`src/spq_pkg.sv`:
```
package spq_pkg;

    localparam int VALUE_W       = 32;
    localparam int DEFAULT_DEPTH = 16;
    localparam int STATUS_W      = 2;

    localparam logic CMD_INSERT = 1'b0;
    localparam logic CMD_POP    = 1'b1;

    localparam logic [STATUS_W-1:0] ST_DONE  = 2'd0;
    localparam logic [STATUS_W-1:0] ST_EMPTY = 2'd1;
    localparam logic [STATUS_W-1:0] ST_FULL  = 2'd2;

    typedef struct packed {
        logic ins;
        logic pop;
        logic occ;
    } t_cell_ctl;

endpackage

```
`src/spq_cell.sv`:
```
module spq_cell
    import spq_pkg::*;
(
    input  logic                      i_clk,
    input  t_cell_ctl                 i_ctl,
    input  logic signed [VALUE_W-1:0] i_value,
    input  logic signed [VALUE_W-1:0] i_left_value,
    input  logic                      i_left_gt,
    input  logic signed [VALUE_W-1:0] i_right_value,
    output logic signed [VALUE_W-1:0] o_value,
    output logic                      o_gt
);

    logic signed [VALUE_W-1:0] r_value;
    logic signed [VALUE_W-1:0] n_value;

    // A stored entry greater than the new value makes room for it.
    assign o_gt    = i_ctl.occ && (r_value > i_value);
    assign o_value = r_value;

    always_comb begin
        n_value = r_value;
        if (i_ctl.ins) begin
            if (i_left_gt) begin
                n_value = i_left_value;
            end else if (o_gt || !i_ctl.occ) begin
                n_value = i_value;
            end
        end else if (i_ctl.pop) begin
            n_value = i_right_value;
        end
    end

    always_ff @(posedge i_clk) begin
        r_value <= n_value;
    end

endmodule

```
`config.mk`:
```
export PLATFORM = sky130hd
export DESIGN_NAME = spq_cell
export DESIGN_NICKNAME = d
export VERILOG_FILES = /design/src/spq_pkg.sv /design/src/spq_cell.sv
export SDC_FILE = /design/constraint.sdc
export NUM_CORES = 1
export LEC_CHECK = 0
export BUFFER_PORTS_ARGS = -buffer_cell sky130_fd_sc_hd__clkbuf_2
export CAP_MARGIN = 10
export CORE_ASPECT_RATIO = 1.25
export CORE_MARGIN = 5
export CORE_UTILIZATION = 47
export CTS_BUF_LIST = sky130_fd_sc_hd__clkbuf_2 sky130_fd_sc_hd__clkbuf_4 sky130_fd_sc_hd__clkbuf_8
export DETAILED_ROUTE_END_ITERATION = 7
export PLACE_DENSITY = 0.91
export REMOVE_ABC_BUFFERS = 1
export SYNTH_ARGS = -nofsm -noshare
export SYNTH_HDL_FRONTEND = slang
export SYNTH_SLANG_ARGS = --single-unit
```
`constraint.sdc`:
```
create_clock -name i_clk -period 3.9 [get_ports i_clk]
set_input_delay 0.39 -clock i_clk [delete_from_list [all_inputs] [get_ports i_clk]]
set_output_delay 0.39 -clock i_clk [all_outputs]
set_load 0.02 [all_outputs]
```
After elaboration in Yosys (flattened, before gate mapping)
Cells that the tools add are included.
{ "word_totals": {"reg_bits": 32, "in_bits": 101, "out_inout_bits": 33, "word_cells": 12} }
{ "classes": {"n_lt_le_gt_ge": 1, "n_eq_ne": 1, "n_mux": 4, "n_reduce_logical": 5} }
{ "op_table": {"columns": ["op", "count"], "rows": [
  ["$mux W32", 4],
  ["$gt A32 B32 Y1", 1],
  ["$ne A3 B1 Y1 const B", 1],
  ["$reduce_and A2 Y1", 1],
  ["$reduce_bool A2 Y1", 1],
  ["$logic_and A1 B1 Y1", 1],
  ["$logic_not A1 Y1", 1],
  ["$logic_or A1 B1 Y1", 1]
]} }

Longest topological paths before layout
Gate-level depths: netlist (run 1).
{ "depth": {"depth_word": 6, "ltp_mapped": 8, "depth_no_buf": 8} }

Least setup slack after synthesis (run 1)
No wires, ideal clock.
{ "synth_timing": {"kind": "reg-to-reg", "from": "register r_value[14] (netlist: o_value[14])", "to": "register r_value[0] (netlist: o_value[0]) (enable)", "setup_time_ns": 0.561, "arrival_ns": 2.542, "required_ns": 3.339, "path_slack_ns": 0.797, "stages_incl_launch_ff": 8, "n_path_buf": 0, "period_less_slack_ns": 3.103, "cell_sequence": "edfxtp_1 > ha_1 > a21oi_1 > nand2_1 > a221o_1 > o31a_1 > a2bb2oi_1 > nand3_1"} }
{ "synth_via": {"elab_chain_cells": 5} }
{ "synth_rtl": {"columns": ["element", "line_no", "text"], "rows": [
  ["from (decl)", "spq_cell.sv:14", "logic signed [VALUE_W-1:0] r_value;"],
  ["from (signal assigned)", "spq_cell.sv:35", "r_value <= n_value;"],
  ["$gt A32 B32 Y1", "spq_cell.sv:18", "assign o_gt = i_ctl.occ && (r_value > i_value);"],
  ["$logic_and A1 B1 Y1", "spq_cell.sv:18", null],
  ["$logic_or A1 B1 Y1", "spq_cell.sv:26", "end else if (o_gt || !i_ctl.occ) begin"],
  ["$ne A3 B1 Y1 (no line)", null, null],
  ["$reduce_and A2 Y1 (no line)", null, null]
]} }
No other way between the ends.
A chain may end at the register's enable or synchronous reset.

Final worst setup path (run 1)
{ "layout_timing": {"from": "register r_value[14] (netlist: o_value[14])", "to": "register r_value[7] (netlist: o_value[7]) (enable)"} }
Same word-level chain as after synthesis.

==> run metrics, run 1 <==
worst slack at placement=0.898 ns; first-pass GRT wire length=10700 microns; clk sinks=32; layout cells sized above 1=37.9%; Max H-tree Level=2; min cycle time layout=2.87 ns; DRC=0; post-synth cell types=31; Syn Area/Cell=9.49 sq um; Std-Cell Rows=29; Reg2Reg Depth=8; fin cells=458; Port Buffers=133; max_cap viols=0; area taken by multi-input logic gates=0.00137 sq mm; commonest non-fill, non-tap cell in the layout=clkbuf_2; asr flop ratio synth=0%; VDD IR-drop max=0.000226 V; YS warnings=0; LEAKAGE=1.75 nW; Worst Path Arrival=2.89 ns; Initial Util=48.8%; hold_ws=0.431 ns; TritonCTS clock tree=built; CP Capture Type=flop; worst r2r dst=o_value[7]; RSZ-0062 raised after global routing=no; most frequent cells in the layout=133 x clkbuf_2, 45 x a21oi_1, 35 x nor2_1, 33 x inv_1; drt first-iter violations=119; crit start category=flop; Yosys reg bits=32; clk root buf=clkbuf_8; f_max=349 MHz; WL/cell=14.7 microns; post-CTS setup buffers=0; die extent in x=75.2 microns; Tightest Hold Check Type=in -> reg; worst path required time=3.92 ns; grt total ovfl=0; nets=528; dpl cell area=0.00322 sq mm; vias in the first global route=2467; number of flops mapped to enable cells by yosys=32; DRT Pass-1 Iters=4; largest net degree at the start of global routing=66; WL final=6750 microns; setup TNS=0 ns; Final ANT Viol Nets=0; hold_buf cts=0; Mapped Cells=263; FILL cells=443; setup ws final=1.03 ns; initial antenna violation count=0; status=complete, no violations; Tightest Pin Transition=0.608 ns; placed wire-length estimate=5600 microns; crit path capture=o_value[7]; placed insts=450; # setup viols final=0; critical path's slowest cell=edfxtp_1; Worst Skew=0.00263 ns; P per Cell Area=340 mW/mm^2; Slew Limit Fails=0; Area growth syn-to-layout=32.6%; post-synthesis sequential area ratio=38.5%; critical setup path kind=reg -> reg; Cell Area, Synth=0.00250 sq mm; Num CTS Buffers=5; fin util=64.7%; endpoints failing hold=0; Crit path largest cell delay=0.41 ns; main flop type after synthesis=edfxtp_1; Final Cycle Share=73.6%; PostCTS Resize Cnt=0; total die area=0.00688 sq mm; crit path launch=o_value[14]; critical path cell sequence=ha_1, a21oi_1, nand2_1, a221o_1, o31a_1, a2bb2oi_1, nand3_2, buf_4; Design Power=1.12 mW; worst-case clock buffer depth=2; largest fanout on the critical path=17; vias per inst=5.17; Design Area, Final=0.00331 sq mm; r2r setup slk=1.03 ns; Die Height=91.5 microns; Boundary Pins=134; clk_lat worst skew=0.28 ns; Worst-path clk slew=0.06 ns; Max-Slew Margin vs Limit=59.5%; gr usage total=19.6%; FF/Latch Area=961 sq um; vias=2366; core box area=0.00512 sq mm; Largest register FFs=32; diodes inserted=0; placer's final routability congestion estimate=0.779; worst r2r src=o_value[14]
==> cell usage after synthesis, types with 2 or more instances <==
master	count	area, sq um
buf_2	3	15.0
ha_1	32	400
nand4_1	7	43.8
clkbuf_1	8	30.0
edfxtp_1	32	961
o211ai_1	2	15.0
o21ai_0	3	15.0
mux2i_1	32	320
nand2_1	9	33.8
inv_1	33	124
nor2_1	35	131
nand3_1	4	20.0
a21oi_1	45	225
==> where the power goes <==
part           switching, mW  internal [mW]
sequential            0.0274          0.442
clock                  0.116          0.138
combinational          0.238          0.163
total                  0.382          0.743
==> kinds of logic (layout without fill, tap and decap cells) <==
family	Yosys count	count (layout)	synth area share, %
adder cells (fa/ha/maj)	32	32	16.0
AO/OA/AOI/OAI	60	60	14.2
flip-flops	32	32	38.5
multiplexers	32	32	12.8
AND/OR/NAND/NOR	63	63	11.6
buffers and inverters	44	177	6.77
==> area by class of cell <==
cell class / count / share of cell area [%]
Timing Repair Buffer: 136 / 20.8
Tap cell: 62 / 2.34
Multi-Input combinational cell: 187 / 41.4
Sequential cell: 32 / 29.0
Inverter: 33 / 3.74
Clock inverter: 1 / 0.113
Clock buffer: 7 / 2.53
==> critical path: cells and delay by family (launching register included) <==
kind | cells | cell delay (ns)
AO/OA/AOI/OAI | 4 | 1.05
AND/OR/NAND/NOR | 2 | 0.43
adder cells (fa/ha/maj) | 1 | 0.33
flip-flops | 1 | 0.41
buffers and inverters | 1 | 0.37
==> how the worst min path moves through the flow <==
| stage | startpoint | end | cells after the start |
|---|---|---|---|
| floorplan | i_ctl[2] | o_value[0] | 1 |
| global placement | i_right_value[14] | o_value[14] | 3 |
| detailed placement | i_right_value[10] | o_value[10] | 3 |
| CTS | i_right_value[10] | o_value[10] | 3 |
| global route | i_right_value[27] | o_value[27] | 3 |
| finish | i_right_value[15] | o_value[15] | 3 |
==> per-layer routing <==
metal	share of wire [%]	routed length (microns)	GRT usage, %	vias to the layer above
met1	36	2430	21.4	1065
met2	55	3680	36.7	82
met5	0	0	0	-
met3	8.7	586	5.19	6
li1	-	-	-	1213
met4	0.81	55	4.23	0
(Power assumes the default switching activity.)
==> run 2: changes to the inputs <==
Settings changed: CORE_UTILIZATION 47 to 42, PLACE_DENSITY 0.91 to 0.87.
Clock period 3.9 ns to 2.3 ns, I/O delays scaled along.
==> run metrics, run 2 (synthesized netlist as in run 1, its figures left out) <==
die extent in x=79.0 microns (+5.0%); commonest non-fill, non-tap cell in the layout=clkbuf_2; Worst-path clk slew=0.07 ns (about the same); fin cells=487 (+6.3%); placed wire-length estimate=5920 microns (+5.6%); r2r setup slk=-0.10 ns (-1.13 ns); Final Cycle Share=110%; worst-case clock buffer depth=2 (unchanged); DRT Pass-1 Iters=4 (unchanged); # setup viols final=33 (+33); grt total ovfl=0 (unchanged); first-pass GRT wire length=11300 microns (+5.4%); Crit path largest cell delay=0.39 ns (-0.02 ns); WL/cell=14.7 microns (-0.44%); Num CTS Buffers=5 (unchanged); critical path cell sequence=ha_1, nand4_1, nor2_1, a221o_1, o31a_1, o2111ai_2, o41ai_2, buf_4; most frequent cells in the layout=132 x clkbuf_2, 43 x a21oi_1, 35 x nor2_1, 33 x inv_1; worst slack at placement=-0.0791 ns (-0.977 ns); gr usage total=18.9% (-0.75 points); nets=553 (+4.7%); total die area=0.00759 sq mm (+10%); Max H-tree Level=2 (unchanged); worst hold path cell count=3 (unchanged); placed insts=469 (+4.2%); area taken by multi-input logic gates=0.00152 sq mm (+11%); Max-Slew Margin vs Limit=76.9% (+17 points); RSZ-0062 raised after global routing=yes; Die Height=96.2 microns (+5.1%); layout cells sized above 1=44.9% (+7.0 points); max_cap viols=0 (unchanged); Tightest Hold Check Type=in -> reg; Boundary Pins=134 (unchanged); min cycle time layout=2.54 ns; placer's final routability congestion estimate=0.764 (-2.0%); initial antenna violation count=0 (unchanged); Area growth syn-to-layout=46.7%; clk_lat worst skew=0.28 ns (about the same); largest net degree at the start of global routing=35 (-47%); worst path required time=2.07 ns (-1.85 ns); crit start category=flop; Std-Cell Rows=31 (+6.9%); Slew Limit Fails=0 (unchanged); Largest register FFs=32 (unchanged); VDD IR-drop max=0.000300 V (+33%); CP Capture Type=output pin; f_max=394 MHz; critical path's slowest cell=edfxtp_1; Reg2Reg Depth=9 (+1); Worst Path Arrival=2.31 ns (-0.58 ns); Design Area, Final=0.00366 sq mm (+11%); diodes inserted=0 (unchanged); worst r2r dst=o_value[12]; Port Buffers=133 (unchanged); drt first-iter violations=64 (-46%); worst r2r src=o_value[27]; endpoints failing hold=0 (unchanged); clk sinks=32 (unchanged); hold_buf cts=0 (unchanged); FILL cells=477 (+7.7%); LEAKAGE=1.89 nW (+7.9%); Final ANT Viol Nets=0 (unchanged); status=complete, but fails checks; P per Cell Area=562 mW/mm^2 (+65%); Tightest Pin Transition=0.345 ns (-0.263 ns); critical setup path kind=reg -> out; dpl cell area=0.00334 sq mm (+3.7%); fin util=63.3% (-1.3 points); TritonCTS clock tree=built; vias=2501 (+5.7%); clk root buf=clkbuf_8; setup ws final=-0.239 ns (-1.27 ns); DRC=0 (unchanged); hold path start=i_right_value[10]; core box area=0.00578 sq mm (+13%); largest fanout on the critical path=4 (-13); failing checks=setup timing; vias per inst=5.14 (-0.59%); FF/Latch Area=961 sq um (unchanged); vias in the first global route=2672 (+8.3%); Worst Hold End=o_value[10]; Worst Skew=0.00785 ns (+0.00523 ns); Initial Util=43.2% (-5.6 points); WL final=7150 microns (+5.9%)
run 2: worst max-delay path by stage:
stage	startpoint	end	slack (ns)	cells past startpoint
after floorplan	o_value[14]	o_value[0]	-0.80	7
after global placement	o_value[7]	o_value[11]	-0.008	8
after detailed placement	o_value[25]	o_value[7]	-0.08	8
after CTS	o_value[10]	o_gt	-0.24	8
after global routing	o_value[13]	o_gt	-0.32	7
final	o_value[13]	o_gt	-0.24	8
run 2: layout make-up:
type | count | area share (%)
clock buffer | 7 | 2.29
clock inverter | 1 | 0.103
inverter | 33 | 3.38
multi-input combinational | 187 | 41.4
sequential | 32 | 26.2
tap | 66 | 2.26
timing repair buffer | 161 | 24.3
run 2: per-layer routing:
metal / wire length [microns] / vias to the layer above / part of all wire [%] / GRT usage [%]
met2: 3940 / 85 / 55 / 38.1
li1: - / 1267 / - / -
met3: 499 / 6 / 7.0 / 4.59
met5: 0 / - / 0 / 0
met4: 60 / 0 / 0.84 / 5.44
met1: 2640 / 1143 / 37 / 18.9
run 2: timing repair:
item,CTS,global route
endpoints found under the setup margin,33,33
setup buffers,6,4
pin swaps,7,6
gates resized for setup,13,8
run 2: power breakdown:
group | switching, mW | internal, mW | leakage [nW]
sequential | 0.0527 | 0.749 | 0.320
combinational | 0.443 | 0.379 | 1.53
clock | 0.198 | 0.234 | 0.0467
run 2: through the flow:
stage,TNS [ns],hold slack (ns),power [mW]
finish,-2.98,0.261,2.06
global placement,-0.0974,0.546,1.51
floorplan,-25.75,0.437,1.20
detailed placement,-2.18,0.558,1.54
CTS,-1.84,0.256,2.04
global route,-6.76,0.277,2.18
run 2: worst max-delay path, delay by kind of cell, from the launching register on:
kind | cells | cell delay, ns
adders and majority gates | 1 | 0.31
buffers and inverters | 1 | 0.18
and+or+nand+nor | 2 | 0.26
DFF | 1 | 0.39
AOI/OAI and AO/OA | 4 | 0.89
==> run 3: changes to the inputs <==
Settings changed: CELL_PAD_IN_SITES_DETAIL_PLACEMENT from default to 0, CELL_PAD_IN_SITES_GLOBAL_PLACEMENT from default to 1, CORE_UTILIZATION 42 to 30.
==> run metrics, run 3 (synthesized netlist as in run 1, its figures left out) <==
Die Height=112 microns (+16%); # setup viols final=33 (unchanged); placed wire-length estimate=6080 microns (+2.8%); FILL cells=806 (+69%); setup TNS=-6.69 ns (-3.71 ns); Design Area, Final=0.00382 sq mm (+4.2%); WL/cell=14.1 microns (-4.2%); Boundary Pins=134 (unchanged); commonest non-fill, non-tap cell in the layout=clkbuf_2; Design Power=2.12 mW (+3.0%); worst r2r src=o_value[1]; P per Cell Area=555 mW/mm^2 (-1.2%); Worst Path Arrival=2.34 ns (+0.03 ns); first-pass GRT wire length=11800 microns (+4.4%); most frequent cells in the layout=132 x clkbuf_2, 45 x a21oi_1, 35 x nor2_1, 33 x inv_1, 33 x buf_4; Tightest Pin Transition=0.387 ns (+0.0419 ns); hold path start=i_right_value[12]; Area growth syn-to-layout=52.9%; grt total ovfl=0 (unchanged); CP Capture Type=output pin; Std-Cell Rows=37 (+19%); worst path required time=2.07 ns (about the same); clk root buf=clkbuf_8; largest fanout on the critical path=3 (-1); drt first-iter violations=85 (+33%); VDD IR-drop max=0.000275 V (-8.4%); M1 wire length=2920 microns (+10%); failing checks=setup timing; endpoints failing hold=0 (unchanged); Worst Skew=0.00297 ns (-0.00489 ns); hold_ws=0.265 ns (+0.00426 ns); status=complete, but fails checks; Max-Slew Margin vs Limit=73.9% (-3.0 points); Largest register FFs=32 (unchanged); Buf/Inv on CP=2 (+1); Crit path largest cell delay=0.44 ns (+0.05 ns); critical path's slowest cell=edfxtp_1; Worst-path clk slew=0.07 ns (about the same); max_cap viols=0 (unchanged); largest net degree at the start of global routing=37 (+5.7%); Num CTS Buffers=5 (unchanged); critical setup path kind=reg -> out; Final Cycle Share=112% (+1.3 points); wire length on met2=3890 microns (-1.5%); core box area=0.00819 sq mm (+42%); vias=2500 (-0.040%); worst-case clock buffer depth=2 (unchanged); clk_lat worst skew=0.28 ns (about the same); LEAKAGE=1.96 nW (+3.6%); r2r setup slk=-0.24 ns (-0.14 ns); Max H-tree Level=2 (unchanged); clk sinks=32 (unchanged); total die area=0.0103 sq mm (+35%); nets=562 (+1.6%); WL final=7410 microns (+3.6%); dpl cell area=0.00342 sq mm (+2.5%); RSZ-0062 raised after global routing=yes; f_max=389 MHz (-1.2%); layout cells sized above 1=45.3% (+0.46 points); diodes inserted=0 (unchanged); setup ws final=-0.269 ns (-0.0303 ns); DRC=0 (unchanged); critical path cell sequence=ha_4, nand4_1, buf_4, nor4_4, o31a_1, o2111ai_2, o41ai_2, buf_4; vias in the first global route=2598 (-2.8%); crit start category=flop; Port Buffers=133 (unchanged); cell family with most CP delay=compound AO/OA/AOI/OAI gates; Final ANT Viol Nets=0 (unchanged); gr usage total=14.2% (-4.7 points); CP most frequent cell=buf_4; Initial Util=30.5% (-13 points); die extent in x=91.6 microns (+16%); initial antenna violation count=0 (unchanged); fin util=46.6% (-17 points); DRT Pass-1 Iters=4 (unchanged); vias per inst=4.74 (-7.6%); Tightest Hold Check Type=in -> reg; routed length on met3=540 microns (+8.2%); min cycle time layout=2.57 ns (+0.0303 ns); placer's final routability congestion estimate=0.757 (-0.85%); TritonCTS clock tree=built; Highest Signal Layer=met4; Slew Limit Fails=0 (unchanged); crit path launch=o_value[27]
-- run 3: worst min-delay path, cell delays in order --
cell	delay [ns]
clkbuf_2	0.07
nor2_1	0.03
a21oi_1	0.10
-- run 3: final timing paths --
path	to	cells after the start
hold / removal	o_value[12]	3
hold reg to reg	o_value[30]	7
setup / recovery	o_gt	8
setup reg to reg	o_value[23]	10
-- run 3: layout make-up --
class / instances / area (sq um) / area share, %
timing repair buffer: 170 / 1010 / 26.4
clock inverter: 1 / 3.75 / 0.0984
clock buffer: 7 / 83.8 / 2.20
multi-input combinational: 187 / 1520 / 39.7
sequential: 32 / 961 / 25.2
inverter: 33 / 124 / 3.25
tap: 97 / 121 / 3.18
-- run 3: report_power, final --
part | switching, mW | internal, mW
logic | 0.458 | 0.423
registers | 0.0506 | 0.749
clock network | 0.203 | 0.234
total | 0.712 | 1.41
-- run 3: metal layers --
| metal | vias up | track usage [%] |
|---|---|---|
| met2 | 86 | 26.2 |
| met5 | - | 0 |
| met3 | 7 | 3.65 |
| met1 | 1115 | 16.1 |
| met4 | 0 | 3.32 |
| li1 | 1292 | - |
-- run 3: what timing repair did --
item,in CTS,in global routing
cloned,1,0
pin swaps,7,7
hold buffers,0,0
setup endpoints to repair,33,33
setup buffers,8,4
gates resized for setup,16,11
-- run 3: stage by stage --
step	std cells	worst slack, ns
6_report	527	-0.269
5_1_grt	527	-0.387
4_1_cts	523	-0.353
3_5_place_dp	506	-0.148
3_3_place_gp	506	-0.0330
2_1_floorplan	252	-0.803
